`src/design/eiec_pkg.sv`:
```
`timescale 1ns / 1ps
// ----------------------------------------------------------------------------
// eiec_pkg: shared types and constants of the external interrupt controller
// Holds the request payload types, the register indexes and line grouping.
// ----------------------------------------------------------------------------
package eiec_pkg;

	localparam int NUM_PORTS       = 4;
	localparam int NUM_LINES       = 16;
	localparam int LINE_CAP        = 16;
	localparam int SEL_W           = 4;
	localparam int IRQ_W           = 7;
	localparam int DIRECT_LINES    = 5;
	localparam int LAST_SHARED_LOW = 9;
	localparam int CFG_IDX_W       = 4;
	localparam int CFG_DATA_W      = 64;

	// Configuration register indexes.
	localparam logic [CFG_IDX_W-1:0] REG_LINE_UNMASK    = 4'd0;
	localparam logic [CFG_IDX_W-1:0] REG_RISING_ENABLE  = 4'd1;
	localparam logic [CFG_IDX_W-1:0] REG_FALLING_ENABLE = 4'd2;
	localparam logic [CFG_IDX_W-1:0] REG_PORT_SELECT    = 4'd3;

	typedef struct packed {
		logic [15:0] port0_levels;
		logic [15:0] port1_levels;
		logic [15:0] port2_levels;
		logic [15:0] port3_levels;
		logic [15:0] clear_mask;
	} in_item_t;

	typedef struct packed {
		logic [15:0]      pending_flags;
		logic [IRQ_W-1:0] irq_lines;
	} out_item_t;

	// Per-line configuration handed to each lane.
	typedef struct packed {
		logic             rise_en;
		logic             fall_en;
		logic [SEL_W-1:0] sel;
	} lane_cfg_t;

endpackage

```
`src/design/eiec_lane.sv`:
```
`timescale 1ns / 1ps
// ----------------------------------------------------------------------------
// eiec_lane: one interrupt line
// Selects the line level from its source port, detects edges and keeps the
// pending flag and the previous level.
// ----------------------------------------------------------------------------
module eiec_lane import eiec_pkg::*; (
	input  logic                 clk,
	input  logic                 arst_n,
	input  logic                 advance,
	input  logic [NUM_PORTS-1:0] pins,
	input  logic                 clear,
	input  lane_cfg_t            cfg,
	output logic                 pend_next
);

	logic level;
	logic prev_level_q;
	logic pend_q;
	logic edge_hit;

	// A selector past the last present port leaves the level at zero.
	always_comb begin
		level = 1'b0;
		for (int p = 0; p < NUM_PORTS; p++) begin
			if (cfg.sel == SEL_W'(p)) begin
				level = pins[p];
			end
		end
	end

	assign edge_hit  = (level & ~prev_level_q & cfg.rise_en) |
	                   (~level & prev_level_q & cfg.fall_en);
	// Clear goes first so an edge in the same request still latches.
	assign pend_next = (pend_q & ~clear) | edge_hit;

	always_ff @(posedge clk or negedge arst_n) begin
		if (!arst_n) begin
			prev_level_q <= 1'b0;
			pend_q       <= 1'b0;
		end else if (advance) begin
			prev_level_q <= level;
			pend_q       <= pend_next;
		end
	end

endmodule

```
`src/design/eiec_merge.sv`:
```
`timescale 1ns / 1ps
// ----------------------------------------------------------------------------
// eiec_merge: interrupt output merge
// Gates the pending flags with the unmask bits and groups them onto outputs.
// ----------------------------------------------------------------------------
module eiec_merge import eiec_pkg::*; (
	input  logic [LINE_CAP-1:0] pend,
	input  logic [LINE_CAP-1:0] unmask,
	output logic [IRQ_W-1:0]    irq
);

	logic [LINE_CAP-1:0] active;

	assign active = pend & unmask;

	always_comb begin
		irq = '0;
		irq[DIRECT_LINES-1:0] = active[DIRECT_LINES-1:0];
		irq[DIRECT_LINES]     = |active[LAST_SHARED_LOW:DIRECT_LINES];
		irq[DIRECT_LINES+1]   = |active[LINE_CAP-1:LAST_SHARED_LOW+1];
	end

endmodule

```
`src/design/external_interrupt_edge_controller.sv`:
```
`timescale 1ns / 1ps
// ----------------------------------------------------------------------------
// external_interrupt_edge_controller: sixteen-line edge interrupt controller
// Per-line lanes detect enabled edges on selected port pins, latch pending
// flags and feed a merge stage that drives the grouped interrupt outputs.
// ----------------------------------------------------------------------------
//
//  Channel | Signals                          | Direction | Moves
//  --------+----------------------------------+-----------+--------------------
//  in      | in_valid, in_ready, in_item      | into      | one tick request
//  out     | out_valid, out_ready, out_item   | out of    | one result request
//  cfg     | cfg_valid, cfg_ready, cfg_index, | into      | one register write
//          | cfg_data                         |           |
//
// Each request is accepted, and the lanes and merge stage work on it in
// that same cycle, and the result sits in the output register
// from the next cycle on. One request per cycle is sustained while out_ready
// stays high; the single output register sets that figure.
// Reset clears the configuration registers, every line's previous level and
// pending flag, and the output valid bit.
// While a result waits with out_ready low, in_ready drops and the line state
// holds; the request is taken in the cycle the output register frees up.
// Writes to cfg are always taken; an index past the last register is dropped.
// ----------------------------------------------------------------------------
module external_interrupt_edge_controller import eiec_pkg::*; (
	input  logic                  clk,
	input  logic                  arst_n,
	input  logic                  in_valid,
	output logic                  in_ready,
	input  in_item_t              in_item,
	output logic                  out_valid,
	input  logic                  out_ready,
	output out_item_t             out_item,
	input  logic                  cfg_valid,
	output logic                  cfg_ready,
	input  logic [CFG_IDX_W-1:0]  cfg_index,
	input  logic [CFG_DATA_W-1:0] cfg_data
);

	logic [LINE_CAP-1:0]       line_unmask_q;
	logic [LINE_CAP-1:0]       rise_en_q;
	logic [LINE_CAP-1:0]       fall_en_q;
	logic [LINE_CAP*SEL_W-1:0] port_sel_q;

	logic                      advance;
	logic [15:0]               ports [NUM_PORTS];
	logic [LINE_CAP-1:0]       pend_next;
	logic [IRQ_W-1:0]          irq_next;
	logic                      out_valid_q;
	out_item_t                 out_item_q;

	// The register file takes every write; the user must write it only while idle, the block does not enforce this.
	assign cfg_ready = 1'b1;

	always_ff @(posedge clk or negedge arst_n) begin
		if (!arst_n) begin
			line_unmask_q <= '0;
			rise_en_q     <= '0;
			fall_en_q     <= '0;
			port_sel_q    <= '0;
		end else if (cfg_valid && cfg_ready) begin
			unique case (cfg_index)
				REG_LINE_UNMASK:    line_unmask_q <= cfg_data[LINE_CAP-1:0];
				REG_RISING_ENABLE:  rise_en_q     <= cfg_data[LINE_CAP-1:0];
				REG_FALLING_ENABLE: fall_en_q     <= cfg_data[LINE_CAP-1:0];
				REG_PORT_SELECT:    port_sel_q    <= cfg_data[LINE_CAP*SEL_W-1:0];
				default: begin
				end
			endcase
		end
	end

	// The input side runs whenever the output register is empty or draining.
	assign in_ready = !out_valid_q || out_ready;
	assign advance  = in_valid && in_ready;

	// Only the first NUM_PORTS ports exist; the rest are never looked at.
	always_comb begin
		ports[0] = in_item.port0_levels;
		if (NUM_PORTS > 1) ports[1 % NUM_PORTS] = in_item.port1_levels;
		if (NUM_PORTS > 2) ports[2 % NUM_PORTS] = in_item.port2_levels;
		if (NUM_PORTS > 3) ports[3 % NUM_PORTS] = in_item.port3_levels;
	end

	// One lane per present line. Lines past NUM_LINES read as zero.
	for (genvar n = 0; n < LINE_CAP; n++) begin : g_line
		if (n < NUM_LINES) begin : g_lane
			logic [NUM_PORTS-1:0] pins;
			lane_cfg_t            cfg;

			always_comb begin
				for (int p = 0; p < NUM_PORTS; p++) begin
					pins[p] = ports[p][n];
				end
			end

			assign cfg.rise_en = rise_en_q[n];
			assign cfg.fall_en = fall_en_q[n];
			assign cfg.sel     = port_sel_q[n*SEL_W +: SEL_W];

			eiec_lane u_lane (
				.clk       (clk),
				.arst_n    (arst_n),
				.advance   (advance),
				.pins      (pins),
				.clear     (in_item.clear_mask[n]),
				.cfg       (cfg),
				.pend_next (pend_next[n])
			);
		end else begin : g_absent
			assign pend_next[n] = 1'b0;
		end
	end

	eiec_merge u_merge (
		.pend   (pend_next),
		.unmask (line_unmask_q),
		.irq    (irq_next)
	);

	always_ff @(posedge clk or negedge arst_n) begin
		if (!arst_n) begin
			out_valid_q <= 1'b0;
		end else if (in_ready) begin
			out_valid_q <= in_valid;
		end
	end

	always_ff @(posedge clk) begin
		if (advance) begin
			out_item_q.pending_flags <= pend_next;
			out_item_q.irq_lines     <= irq_next;
		end
	end

	assign out_valid = out_valid_q;
	assign out_item  = out_item_q;

endmodule

```
`config.mk`:
```
export PLATFORM = sky130hd
export DESIGN_NAME = external_interrupt_edge_controller
export DESIGN_NICKNAME = d
export VERILOG_FILES = /design/src/design/eiec_pkg.sv /design/src/design/eiec_lane.sv /design/src/design/eiec_merge.sv /design/src/design/external_interrupt_edge_controller.sv
export SDC_FILE = /design/constraint.sdc
export NUM_CORES = 1
export LEC_CHECK = 0
export ABC_CLOCK_PERIOD_IN_PS = 4200
export BUFFER_PORTS_ARGS = -buffer_cell sky130_fd_sc_hd__buf_2
export CAP_MARGIN = 5
export CORE_MARGIN = 4
export CORE_UTILIZATION = 50
export DETAILED_ROUTE_END_ITERATION = 10
export PLACE_DENSITY_LB_ADDON = 0.15
export SLEW_MARGIN = 10
export SYNTH_ARGS = -nofsm -noshare
export SYNTH_HDL_FRONTEND = slang
export SYNTH_SLANG_ARGS = --single-unit
```
`constraint.sdc`:
```
create_clock -name clk -period 4.2 [get_ports clk]
set_input_delay 0.42 -clock clk [delete_from_list [all_inputs] [get_ports clk]]
set_output_delay 0.42 -clock clk [all_outputs]
set_load 0.1 [all_outputs]
```
==> results.sh <==
export IMPL_postSynthCellCount=554
export IMPL_r2r_slack_ps=1980
export IMPL_async_flop_share=0.863
export IMPL_worst_path_largest_cell_delay_ps=460
export IMPL_power_switching_uw=1520
export IMPL_fp_coreArea_um2=14000
export IMPL_first_pass_iters=4
export IMPL_detailedPlacementHpwl_um=11000
export IMPL_setup_worst_path_end_class="register"
export IMPL_arrival_ps=2370
export IMPL_drive_gt1_frac=0.467
export IMPL_synthesized_area_um2=7270
export IMPL_detail_route_drc_violations=0
export IMPL_area_growth_syn_to_layout_pct=22.7
export IMPL_overflow=0
export IMPL_yosys_warnings=0
export IMPL_nets=891
export IMPL_grt_setup_unrepaired="false"
export IMPL_count_of_nets_left_with_antenna_violations_after_detail_routing=0
export IMPL_synth_edff_count=23
export IMPL_detail_route_vias_per_cell=5.24
export IMPL_antenna_violations_before_repair=0
export IMPL_timing_worst_setup_path_type="register to register"
export IMPL_synth_sequential_area_ratio=0.594
export IMPL_timing_hold_worst_class="input pin to asynchronous set/reset pin"
export IMPL_grt_pass1_wl_um=25400
export IMPL_synth_cell_types=42
export IMPL_grt_pass1_vias=5210
export IMPL_period_needed_ps=2220
export IMPL_vdd_drop_max_mv=0.345
export IMPL_ctsRootBufferMaster="sky130_fd_sc_hd__clkbuf_16"
export IMPL_status="complete, no violations"
export IMPL_cts_resized=0
export IMPL_switching_share_of_total_power=0.306
export IMPL_cellPowerDensity_nw_per_um2=554
export IMPL_critical_path_reg2reg_endpoint="out_item[5]"
export IMPL_period_share=0.528
export IMPL_internal_power_uw=3430
export IMPL_setup_total_negative_slack_ps=0
export IMPL_io_pins=179
export IMPL_rows=43
export IMPL_timing_critical_path_from_type="register"
export IMPL_num_antenna_cells=0
export IMPL_max_clock_path_buffers=2
export IMPL_worst_r2r_cell_count=5
export IMPL_start_util=0.518
export IMPL_final_weighted_congestion_of_routability_driven_global_placement=0.779
export IMPL_power_leakage_uw=0.00421
export IMPL_maxCapViolations=0
export IMPL_cts_max_level=4
export IMPL_crit_required_ps=4360
export IMPL_clock_fmax_mhz=451
export IMPL_syn_avg_cell_area_um2=13.1
export IMPL_worst_slew_pin_tran_ps=1090
export IMPL_initialDrtViolationCount=308
export IMPL_combPwrFrac=0.242
export IMPL_largest_net_degree_at_the_start_of_global_routing=89
export IMPL_tritoncts="yes"
export IMPL_report_final_slew_viol_count=0
export IMPL_die_x_um=129
export IMPL_clk_latency_ps=420
export IMPL_tritoncts_num_buffers=17
export IMPL_mappedNetlistNets=707
export IMPL_postRouteWirelength_um=15500
export IMPL_postSynthRegisterBits=168
export IMPL_cts_setup_buffers=0
export IMPL_holdBufCountCts=0
export IMPL_port_buffer_count=177
export IMPL_worstReg2RegStart="port_sel_q[27]"
export IMPL_fillCellCount=1081
export IMPL_clkSlewWorstSetupHoldPaths_ps=60
export IMPL_timing_clock_skew_ps=4.16
export IMPL_yosys_most_used_dff="sky130_fd_sc_hd__dfrtp_1"
export IMPL_crit_path_max_fanout=3
export IMPL_detail_route_wl_per_cell_um=16.7
export IMPL_pre_cts_slack_ps=1870
export IMPL_dieHeight_um=129
export IMPL_detailroute_via_count=4881
export IMPL_seq_power_share=0.465
export IMPL_cp_endpoint="out_item[5]"
export IMPL_tritoncts_num_sinks=168
export IMPL_crit_chain="or3b_2 -> o22ai_1 -> mux2_2 -> a222oi_1 -> o211ai_1"
export IMPL_clock_power_share=0.294
export IMPL_setup_viol_count_final=0
export IMPL_critical_path_slowest_cell="sky130_fd_sc_hd__or3b_2"
export IMPL_hold_violations=0
export IMPL_total_global_routing_track_utilization=0.197
export IMPL_worst_setup_path_startpoint="port_sel_q[27]"
export IMPL_final_setup_worst_slack_ps=1980
export IMPL_die_area_um2=16500
export IMPL_max_slew_margin=0.271
[cells by family (layout without fill, tap and decap cells)]
group / after synthesis / count (layout) / synth area share
muxes: 150 / 150 / 0.232
other: 1 / 1 / 0.000516
AOI/OAI and AO/OA: 61 / 61 / 0.0595
DFF: 168 / 168 / 0.594
buffers and inverters: 30 / 227 / 0.0165
and+or+nand+nor: 144 / 144 / 0.0975
[worst min path at each step]
stage	end	slack [ps]	cells past startpoint
after floorplan	fall_en_q[0]	120	0
after global placement	g_line[12].g_lane.u_lane.pend_q	450	2
after detailed placement	g_line[5].g_lane.u_lane.pend_q	460	2
after CTS	line_unmask_q[3]	80	1
after global routing	port_sel_q[16]	100	1
final	port_sel_q[16]	40	1
[synth_stat cells, types with 3 or more instances]
cell,count,area share
sky130_fd_sc_hd__a211oi_1,5,0.0052
sky130_fd_sc_hd__clkbuf_1,12,0.0062
sky130_fd_sc_hd__mux4_2,3,0.0093
sky130_fd_sc_hd__buf_2,3,0.0021
sky130_fd_sc_hd__mux2_2,119,0.18
sky130_fd_sc_hd__a21boi_0,4,0.0041
sky130_fd_sc_hd__inv_1,13,0.0067
sky130_fd_sc_hd__or3_1,8,0.0069
sky130_fd_sc_hd__dfrtp_1,145,0.50
sky130_fd_sc_hd__a21oi_1,14,0.0096
sky130_fd_sc_hd__mux2i_1,28,0.039
sky130_fd_sc_hd__nor2_1,5,0.0026
sky130_fd_sc_hd__o21ai_0,14,0.0096
sky130_fd_sc_hd__nand2b_1,14,0.012
sky130_fd_sc_hd__a22oi_1,3,0.0031
sky130_fd_sc_hd__nand2_1,87,0.045
sky130_fd_sc_hd__o22ai_1,7,0.0060
sky130_fd_sc_hd__or3b_2,7,0.0084
sky130_fd_sc_hd__o2bb2ai_1,4,0.0048
sky130_fd_sc_hd__nor2b_1,12,0.010
sky130_fd_sc_hd__edfxtp_1,23,0.095
sky130_fd_sc_hd__a2111oi_2,4,0.0083
[flip-flops by register name (all words and copies together) (netlist names)]
register	count
out_item	23
g_line.g_lane.u_lane.prev_level_q	16
fall_en_q	16
line_unmask_q	16
out_valid	1
g_line.g_lane.u_lane.pend_q	16
port_sel_q	64
rise_en_q	16
[cell type report]
type	count	area [µm²]	share of cell area
Timing Repair Buffer	181	922	0.103
Inverter	14	52.6	0.00589
Tap cell	180	225	0.0252
Clock buffer	25	517	0.0579
Clock inverter	7	40.0	0.00449
Sequential cell	168	4320	0.484
Multi-Input combinational cell	356	2850	0.319
[stage by stage]
stage | util | std cells | area, µm² | hold slack (ps) | total power [µW]
floorplan | - | 554 | 7270 | 124 | 3210
global placement | 0.596 | 899 | 8370 | 452 | 3470
detailed placement | 0.596 | 899 | 8370 | 457 | 3540
CTS | 0.635 | 931 | 8920 | 84.5 | 5010
global route | 0.635 | 931 | 8920 | 97.9 | 5220
finish | 0.635 | 931 | 8920 | 38.8 | 4950
[per-layer routing]
metal  track usage  share of wire
met1         0.254           0.43
met2         0.324           0.49
met3        0.0573          0.066
met4        0.0649          0.017
met5             0              0
[worst max-delay path: cells and delay by family, from the launching register on]
kind            cells  cell delay [ps]
compound gates      3              700
simple gates        1              460
mux                 1              410
flops               1              380
[power groups by stage]
stage                     clock [µW]  combinational (µW)  sequential (µW)
after global placement             0                1170             2300
final                           1450                1200             2300
after CTS                       1490                1210             2300
after floorplan                    0                 654             2550
after global routing            1560                1310             2350
after detailed placement           0                1210             2330
[cell usage in the layout (no fill, tap or decap), types with 5 or more instances in the layout]
cell type	count
sky130_fd_sc_hd__o21ai_0	14
sky130_fd_sc_hd__or3b_2	7
sky130_fd_sc_hd__clkbuf_16	18
sky130_fd_sc_hd__buf_2	176
sky130_fd_sc_hd__a21oi_1	14
sky130_fd_sc_hd__nor2_1	5
sky130_fd_sc_hd__nand2b_1	14
sky130_fd_sc_hd__clkinv_2	5
sky130_fd_sc_hd__nand2_1	87
sky130_fd_sc_hd__nor2b_1	12
sky130_fd_sc_hd__edfxtp_1	23
sky130_fd_sc_hd__or3_1	8
sky130_fd_sc_hd__inv_1	13
sky130_fd_sc_hd__mux2i_1	28
sky130_fd_sc_hd__a211oi_1	5
sky130_fd_sc_hd__mux2_2	119
sky130_fd_sc_hd__o22ai_1	7
sky130_fd_sc_hd__dfrtp_1	145
Power figures use the tool's default switching activity.
